**config.mk**
```make
export PLATFORM = sky130hd
export DESIGN_NAME = sges_fifo
export DESIGN_NICKNAME = d
export VERILOG_FILES = /design/src/sv/sges_pkg.sv /design/src/sv/sges_fifo.sv
export SDC_FILE = /design/constraint.sdc
export NUM_CORES = 1
export LEC_CHECK = 0
export ABC_AREA = 1
export BUFFER_PORTS_ARGS = -buffer_cell sky130_fd_sc_hd__buf_4
export CORE_AREA = 2 2 271 273
export CTS_CLUSTER_DIAMETER = 100
export DETAILED_ROUTE_END_ITERATION = 16
export DIE_AREA = 0 0 273 275
export PLACE_DENSITY = 0.65
export SLEW_MARGIN = 20
export SYNTH_ARGS = -nofsm -noshare
export SYNTH_HDL_FRONTEND = slang
export SYNTH_SLANG_ARGS = --single-unit
```
**constraint.sdc**
```tcl
create_clock -name clk -period 31.9 [get_ports clk]
set_clock_uncertainty 0.2 [all_clocks]
set_input_delay 1.595 -clock clk [delete_from_list [all_inputs] [get_ports clk]]
set_output_delay 1.595 -clock clk [all_outputs]
set_load 0.1 [all_outputs]
```
**src/sv/sges_pkg.sv**
```systemverilog
package sges_pkg;

  localparam int unsigned MaxWidth = 4096;
  localparam int unsigned XW       = $clog2(MaxWidth);
  localparam int unsigned DimW     = XW + 1;
  localparam int unsigned QDepth   = 2;

  typedef struct packed {
    logic        start_of_frame;
    logic [31:0] pixel_argb;
  } in_word_t;

  typedef struct packed {
    logic [31:0] out_pixel;
    logic [11:0] out_x;
    logic [11:0] out_y;
    logic        was_smoothed;
    logic        last_of_run;
  } out_word_t;

  typedef enum logic [1:0] {
    REG_WIDTH    = 2'd0,
    REG_HEIGHT   = 2'd1,
    REG_STRENGTH = 2'd2,
    REG_THRESH   = 2'd3
  } cfg_reg_t;

  typedef struct packed {
    logic [12:0] frame_width;
    logic [12:0] frame_height;
    logic [8:0]  smoothing_strength;
    logic [8:0]  edge_threshold;
  } cfg_t;

  typedef struct packed {
    logic [8:0][31:0] win;
    logic [31:0]      pix;
    logic [11:0]      x;
    logic [11:0]      y;
    logic             interior;
    logic             border;
  } job_t;

  typedef enum logic {
    F_IDLE,
    F_PUSH
  } front_state_t;

  typedef enum logic [2:0] {
    B_IDLE,
    B_LUMA,
    B_GRAD,
    B_SQ,
    B_CMP,
    B_BLEND,
    B_EMIT_C,
    B_EMIT_B
  } back_state_t;

  function automatic logic [12:0] clamp_dim(input logic [12:0] v);
    logic [12:0] r;
    if (v == 13'd0) begin
      r = 13'd1;
    end else if (v > 13'(MaxWidth)) begin
      r = 13'(MaxWidth);
    end else begin
      r = v;
    end
    return r;
  endfunction

  function automatic logic [8:0] sat_q8(input logic [8:0] v);
    return (v > 9'd256) ? 9'd256 : v;
  endfunction

  function automatic logic [15:0] luma(input logic [31:0] p);
    logic [15:0] r;
    r = 16'(16'd77 * p[23:16]) + 16'(16'd150 * p[15:8]) + 16'(16'd29 * p[7:0]);
    return r;
  endfunction

endpackage

```
**src/sv/sges_fifo.sv**
```systemverilog
module sges_fifo (
  input  logic              clk,
  input  logic              rst_n,
  input  logic              push,
  input  sges_pkg::job_t    push_data,
  output logic              full,
  input  logic              pop,
  output sges_pkg::job_t    pop_data,
  output logic              empty
);

  sges_pkg::job_t mem_r [sges_pkg::QDepth];
  logic [$clog2(sges_pkg::QDepth)-1:0] wp_r, wp_nxt, rp_r, rp_nxt;
  logic [$clog2(sges_pkg::QDepth):0]   cnt_r, cnt_nxt;

  assign full     = (cnt_r == ($clog2(sges_pkg::QDepth)+1)'(sges_pkg::QDepth));
  assign empty    = (cnt_r == '0);
  assign pop_data = mem_r[rp_r];

  always_comb begin
    wp_nxt  = wp_r;
    rp_nxt  = rp_r;
    cnt_nxt = cnt_r;
    if (push && !full) begin
      wp_nxt = wp_r + 1'b1;
    end
    if (pop && !empty) begin
      rp_nxt = rp_r + 1'b1;
    end
    if ((push && !full) && !(pop && !empty)) begin
      cnt_nxt = cnt_r + 1'b1;
    end else if (!(push && !full) && (pop && !empty)) begin
      cnt_nxt = cnt_r - 1'b1;
    end
  end

  always_ff @(posedge clk) begin
    if (!rst_n) begin
      wp_r  <= '0;
      rp_r  <= '0;
      cnt_r <= '0;
    end else begin
      wp_r  <= wp_nxt;
      rp_r  <= rp_nxt;
      cnt_r <= cnt_nxt;
    end
  end

  always_ff @(posedge clk) begin
    if (push && !full) begin
      mem_r[wp_r] <= push_data;
    end
  end

endmodule

```
==> reports/qor.csv, run 1 <==
metric,value,unit
ant_nets,0,
num_vias,13060,
clockRootBuffer,clkbuf_16,
cts.clk_slew.worst_paths,0.06,ns
multi_input_area,0.005295,mm²
cp_max_fo,125,
htreeDepth,3,
grt.overflow.total,0,
whs,0.3138,ns
antenna_found_initial,7,
hold_viol,0,
cp_common_cell,buf_12,
slew_headroom,30.18,%
fmaxAchievable,0.1709,GHz
design.die.area,0.07508,mm²
synth-seq-area-share,77.56,%
synth.largest_area_cell,edfxtp_1,
critPathRequiredTime,30.10,ns
final_cell_mix,"buf_4, edfxtp_1, mux2_4",
cts_setup_buffers,0,
dpl.hpwl,41210,µm
path_cells,buf_12 > buf_12 > mux2_4 > buf_4,
routabilityCongestion,0.7514,
area_growth,30.47,%
nets,2215,
fillers,6054,
num_io_pins,698,
synthTopCellsByArea,"edfxtp_1, mux2_4, buf_12, dfxtp_1, buf_6",
critical-path-top-delay-family,buffers and inverters,
use_met2,26.30,%
core-area,0.07234,mm²
ys_ff_latch,697,
ctsResizeCount,0,
crit-reg2reg-capture,mem_r[1][189]$_DFFE_PP_,
drt-initial-drc-count,670,
status,completed,
grt_pass1_wl,83510,µm
drv_cap,0,
num_rows,99,
die_x,273,µm
layout.cells.most_common,buf_4,
regToRegSetupSlack,27.40,ns
cts_sinks,697,
cts_hold_buf,0,
use_met1,15.76,%
grt_setup_unrepaired,no,
syn_nets,1466,
leakage,13.63,nW
syn_inst,1115,
final-seq-area,0.02088,mm²
numCtsBuffers,76,
worst_pin_slew,1.047,ns
wl_per_cell,20.54,µm
crit_buf_inv,3,
hp-class,register to register,
cellPowerDensity,102.7,mW/mm²
ys_types,14,
clock_path_buffers,3,
cp-endpoint,pop_data[209],
r2r_cells,5,
wl,59230,µm
syn_area_per_cell,24.15,µm²
drc,0,
finalSetupViolCount,0,
cts_tree,done,
peakVddDrop,68.45,µV
worstSkewPairLatency,0.59,ns
met3_usage,6.599,%
slowest_delay,1.00,ns
r2r_start,cnt_r[0]$_SDFFE_PN0P_,
drtPass1Iterations,6,
finalMaxSlewViolations,0,
port_buffers,697,
via_per_inst,4.529,
period_share,18.34,%
crit_slowest_cell,dfxtp_4,
synthesis.area,0.02692,mm²
die_height,275,µm
netlist.area_leader.share,77.19,%
top_usage_layer,met2,
start_util,37.22,%
cp.depth,4,
grt_max_degree,126,
grtUsageTotal,14.94,%
crit_path_start_kind,register,
yosysWarnings,0,
grt_pass1_vias,13630,
final.min_clock_period,5.851,ns
drive_gt1_share,60.18,%
worstSetupPathType,register to output pin,
fin_setup_tns,0,ns
worstPathArrival,4.06,ns
worst_setup_path_end_kind,output pin,
-- Yosys cell counts --
library cell / n
dfxtp_1: 5
edfxtp_1: 692
mux2_4: 340
nor2_1: 11
a21oi_1: 1
inv_1: 9
buf_6: 6
nand2_1: 6
mux2_2: 6
nand3_1: 1
ha_1: 1
nand4_1: 1
o21ai_0: 3
buf_12: 33
-- per-layer routing --
metal  up-vias  part of all wire [%]
met4         6                   3.3
met1      6515                    35
met5         -                 0.066
met3       117                   9.4
li1       5953                     -
met2       471                    52
-- tightest hold or removal path: cells and delay by family (launching register included) --
family | cells | cell delay (ns)
flip-flops | 1 | 0.34
AND/OR/NAND/NOR | 2 | 0.14
-- area by class of cell --
class | count | area share (%)
clock inverter | 37 | 0.9618
clock buffer | 98 | 5.710
timing repair buffer | 710 | 15.26
sequential | 697 | 59.46
tap | 959 | 3.416
antenna | 4 | 0.02850
inverter | 9 | 0.09618
multi-input combinational | 370 | 15.08
-- flip-flops by register name, summed over array words and instances (netlist names), named ones only --
| name | count |
|---|---|
| rp_r | 1 |
| wp_r | 1 |
| cnt_r | 2 |
| mem_r | 692 |
-- kinds of logic after synthesis --
logic type                 after synthesis  share of synthesized area, %
AOI/OAI and AO/OA                        4                       0.07433
and+or+nand+nor                         19                        0.2788
buffers and inverters                   48                         2.830
adders and majority gates                1                       0.04647
muxes                                  346                         19.21
DFF                                    697                         77.56
-- where the power goes --
part / internal [W] / switching, W
sequential: 0.00116 / 0.0000385
combinational: 0.000396 / 0.00120
clock: 0.000473 / 0.000345
total: 0.00203 / 0.00158
-- per-stage QoR --
stage / utilization [%] / instance area (µm²) / total power, W / std cells / worst slack [ns]
2_1_floorplan: - / 26920 / 0.002629 / 1115 / 14.57
3_3_place_gp: 45.30 / 32770 / 0.002811 / 2745 / 26.12
3_5_place_dp: 45.30 / 32770 / 0.002824 / 2745 / 26.07
4_1_cts: 48.54 / 35110 / 0.003650 / 2880 / 25.83
5_1_grt: 48.55 / 35120 / 0.003721 / 2882 / 25.84
6_report: 48.56 / 35120 / 0.003609 / 2884 / 26.05
-- how the worst min path moves through the flow --
| stage | startpoint | to | cells past startpoint |
|---|---|---|---|
| floorplan | rp_r$_SDFFE_PN0P_ | register | 2 |
| global placement | rp_r$_SDFFE_PN0P_ | rp_r$_SDFFE_PN0P_ | 2 |
| detailed placement | rp_r$_SDFFE_PN0P_ | register | 2 |
| CTS | rp_r$_SDFFE_PN0P_ | register | 2 |
| global route | rp_r$_SDFFE_PN0P_ | register | 2 |
| finish | rp_r$_SDFFE_PN0P_ | register | 2 |
(Power assumes the default switching activity.)
==> run 2: changes to the inputs <==
--- a/config.mk
+++ b/config.mk
@@ -5,7 +5,7 @@
 export SDC_FILE = /design/constraint.sdc
 export NUM_CORES = 1
 export LEC_CHECK = 0
-export ABC_AREA = 1
+export ABC_AREA = 0
 export BUFFER_PORTS_ARGS = -buffer_cell sky130_fd_sc_hd__buf_4
 export CORE_AREA = 2 2 271 273
 export CTS_CLUSTER_DIAMETER = 100
==> constraint.sdc (replaced) <==
create_clock -name clk -period 5.9 [get_ports clk]
set_clock_uncertainty 0.2 [all_clocks]
set_input_delay 0.295 -clock clk [delete_from_list [all_inputs] [get_ports clk]]
set_output_delay 0.295 -clock clk [all_outputs]
set_load 0.1 [all_outputs]
==> run 2 against run 1 <==
Against the previous run: sequential share of layout area decreased by 5.6 points; wire length rose by 10%; synthesized cell count shrank 1.2%; final cell count rose by 12%; sequential cell count is the same; global-route usage rose by 1.7 points; critical path type unchanged; largest cell class unchanged; highest routed layer unchanged.
==> reports/qor.csv, run 2 <==
metric,value,unit,change
status,completed,,unchanged
dp_cells,2736,,"was 2,745"
r2r_start,cnt_r[0]$_SDFFE_PN0P_,,unchanged
grt_max_degree,139,,was 126
cp_max_fo,86,,was 125
critical-path-top-delay-family,flip-flops,,was buffers and inverters
drtPass1Iterations,5,,was 6
worst_setup_path_end_kind,output pin,,unchanged
fillers,5604,,"was 6,054"
syn_nets,1453,,"was 1,466"
final_cell_mix,"buf_4, edfxtp_1, dlygate4sd3_1",,"was buf_4, edfxtp_1, mux2_4"
synthTopCellsByArea,"edfxtp_1, mux2_4, buf_12, dfxtp_1, buf_6",,unchanged
finalMaxSlewViolations,0,,unchanged
cts_sinks,697,,unchanged
num_io_pins,698,,unchanged
worstSetupPathType,register to output pin,,unchanged
leakage,15.11,nW,was 13.63 nW
crit_buf_inv,2,,was 3
peakVddDrop,484.2,µV,was 68.45 µV
hold_viol,0,,unchanged
regMostFlops,mem_r,,unchanged
grt_pass1_wl,94470,µm,"was 83,510 µm"
fin_setup_tns,0,ns,unchanged
ys_ff_latch,697,,unchanged
largest_reg_flops,692,,unchanged
r2r_cells,5,,unchanged
core-area,0.07234,mm²,unchanged
synth-seq-area-share,77.58,%,was 77.56%
drv_cap,0,,unchanged
area_growth,43.96,%,was 30.47%
reg_top3,"mem_r (692), cnt_r (2)",,unchanged
layout.cells.most_common,buf_4,,unchanged
grt.overflow.total,0,,unchanged
via_per_inst,4.525,,was 4.529
htreeDepth,3,,unchanged
finalSetupViolCount,0,,unchanged
die_x,273,µm,unchanged
final_cells,3225,,"was 2,884"
place_ws,3.116,ns,was 26.07 ns
nets,2557,,"was 2,215"
num_vias,14590,,"was 13,060"
grtUsageTotal,16.63,%,was 14.94%
ys.flop_type,edfxtp_1,,unchanged
cellPowerDensity,543.0,mW/mm²,was 102.7 mW/mm²
hp-class,primary input to register,,was register to register
finalWorstSetupSlack,2.546,ns,was 26.05 ns
ys_types,21,,was 14
worstPathArrival,2.86,ns,was 4.06 ns
antenna_found_initial,9,,was 7
synthesis.area,0.02691,mm²,was 0.02692 mm²
routabilityCongestion,0.7993,,was 0.7514
grt_setup_unrepaired,no,,unchanged
crit_path_start_kind,register,,unchanged
drt-initial-drc-count,826,,was 670
syn_inst,1102,,"was 1,115"
clock_path_buffers,3,,unchanged
synthArstFlopShare,0,%,unchanged
syn_area_per_cell,24.42,µm²,was 24.15 µm²
worstSkewPairLatency,0.60,ns,was 0.59 ns
synth_edf_count,692,,unchanged
worst_pin_slew,0.9881,ns,was 1.047 ns
slowest_delay,0.94,ns,was 1.00 ns
wl_per_cell,20.19,µm,was 20.54 µm
design.die.area,0.07508,mm²,unchanged
fmaxAchievable,0.2982,GHz,
regToRegSetupSlack,3.08,ns,was 27.40 ns
dpl.hpwl,42910,µm,"was 41,210 µm"
num_rows,99,,unchanged
ant_nets,0,,unchanged
cp.depth,3,,was 4
cts_setup_buffers,0,,unchanged
final.min_clock_period,3.354,ns,
yosysWarnings,0,,unchanged
whs,0.2017,ns,was 0.3138 ns
synthTopCellsByCount,"edfxtp_1, mux2_4, buf_12, buf_6, mux2_2",,"was edfxtp_1, mux2_4, buf_12, nor2_1, inv_1"
critPathRequiredTime,5.41,ns,was 30.10 ns
port_buffers,697,,unchanged
start_util,37.21,%,was 37.22%
drc,0,,unchanged
synth.largest_area_cell,edfxtp_1,,unchanged
grt_pass1_vias,15700,,"was 13,630"
synth_most_common_cell,edfxtp_1,,unchanged
clockRootBuffer,clkbuf_16,,unchanged
die_height,275,µm,unchanged
cp-endpoint,pop_data[327],,was pop_data[209]
cts_tree,done,,unchanged
netlist.area_leader.share,77.21,%,was 77.19%
wl,65130,µm,"was 59,230 µm"
crit-reg2reg-capture,mem_r[0][258]$_DFFE_PP_,,was mem_r[1][189]$_DFFE_PP_
numCtsBuffers,77,,was 76
path_cells,buf_12 > mux2_4 > buf_4,,was buf_12 > buf_12 > mux2_4 > buf_4
crit_slowest_cell,dfxtp_4,,unchanged
drive_gt1_share,51.52,%,was 60.18%
period_share,56.84,%,
cts.clk_slew.worst_paths,0.06,ns,about the same
slew_headroom,34.13,%,was 30.18%
## run 2: cell types whose count changed after synthesis, sizes merged, moves of 2 or more
| cell | delta |
|---|---|
| nand2 | -6 |
| nor2 | -9 |
| xnor2 | +2 |
| inv | -7 |
| a21boi | +2 |
| and2 | +3 |
## run 2: logic make-up (layout without fill, tap and decap cells)
logic type	after synthesis	count (layout)	synth area share, %
flip-flops	697	697	77.58
multiplexers	346	346	19.22
buffers and inverters	41	1202	2.733
AND/OR/NAND/NOR	9	9	0.2046
AO/OA/AOI/OAI	5	5	0.1209
XOR/XNOR	3	3	0.09764
adder cells (fa/ha/maj)	1	1	0.04648
other	0	3	0
## run 2: cell type report
class | count | area, µm² | share of cell area, %
sequential | 697 | 20880 | 53.90
clock inverter | 43 | 411.6 | 1.062
timing repair buffer | 1064 | 8939 | 23.07
inverter | 2 | 7.507 | 0.01938
antenna | 3 | 7.507 | 0.01938
clock buffer | 93 | 1987 | 5.128
tap | 959 | 1200 | 3.097
multi-input combinational | 364 | 5310 | 13.70
## run 2: worst reg2reg max path, stage by stage, from the launching register on
cell and delay, ns:
dfxtp_1 0.41, nand2b_1 0.17, inv_1 0.10, nor3_4 0.18, buf_4 0.52, buf_12 0.60
## run 2: layer usage
layer | track usage, % | up-vias | wire, µm
met2 | 29.68 | 550 | 34270
li1 | - | 6625 | -
met3 | 4.966 | 124 | 4885
met5 | 0 | - | 75
met1 | 18.73 | 7283 | 23950
met4 | 6.356 | 12 | 1952
## run 2: report_power, final
group / total, W / internal (W) / switching (W)
logic: 0.0100 / 0.00261 / 0.00743
registers: 0.00644 / 0.00623 / 0.000211
clock network: 0.00456 / 0.00264 / 0.00192
total: 0.0210 / 0.0115 / 0.00956
## run 2: worst min-delay path by stage
stage | depth (start not counted) | to | start | slack [ns]
3_3_place_gp | 1 | mem_r[0][286]$_DFFE_PP_ | push_data[286] | 0.28
6_report | 2 | mem_r[0][239]$_DFFE_PP_ | push_data[239] | 0.20
3_5_place_dp | 1 | mem_r[1][313]$_DFFE_PP_ | push_data[313] | 0.28
2_1_floorplan | 0 | mem_r[0][0]$_DFFE_PP_ | push_data[0] | 0.19
5_1_grt | 2 | mem_r[0][20]$_DFFE_PP_ | push_data[20] | 0.17
4_1_cts | 2 | mem_r[0][125]$_DFFE_PP_ | push_data[125] | 0.15
## run 2: per-stage QoR
stage,total power [W],utilization [%],instance area (µm²)
after global routing,0.02166,53.56,38740
after CTS,0.02121,53.55,38740
final,0.02104,53.56,38750
after global placement,0.01635,45.39,32840
after detailed placement,0.01641,45.39,32840
after floorplan,0.01496,-,26920
## run 2: repair_timing
item                                   CTS  global route
hold buffers                           350             0
gates resized for setup                  0             0
endpoints found under the hold margin  697             0
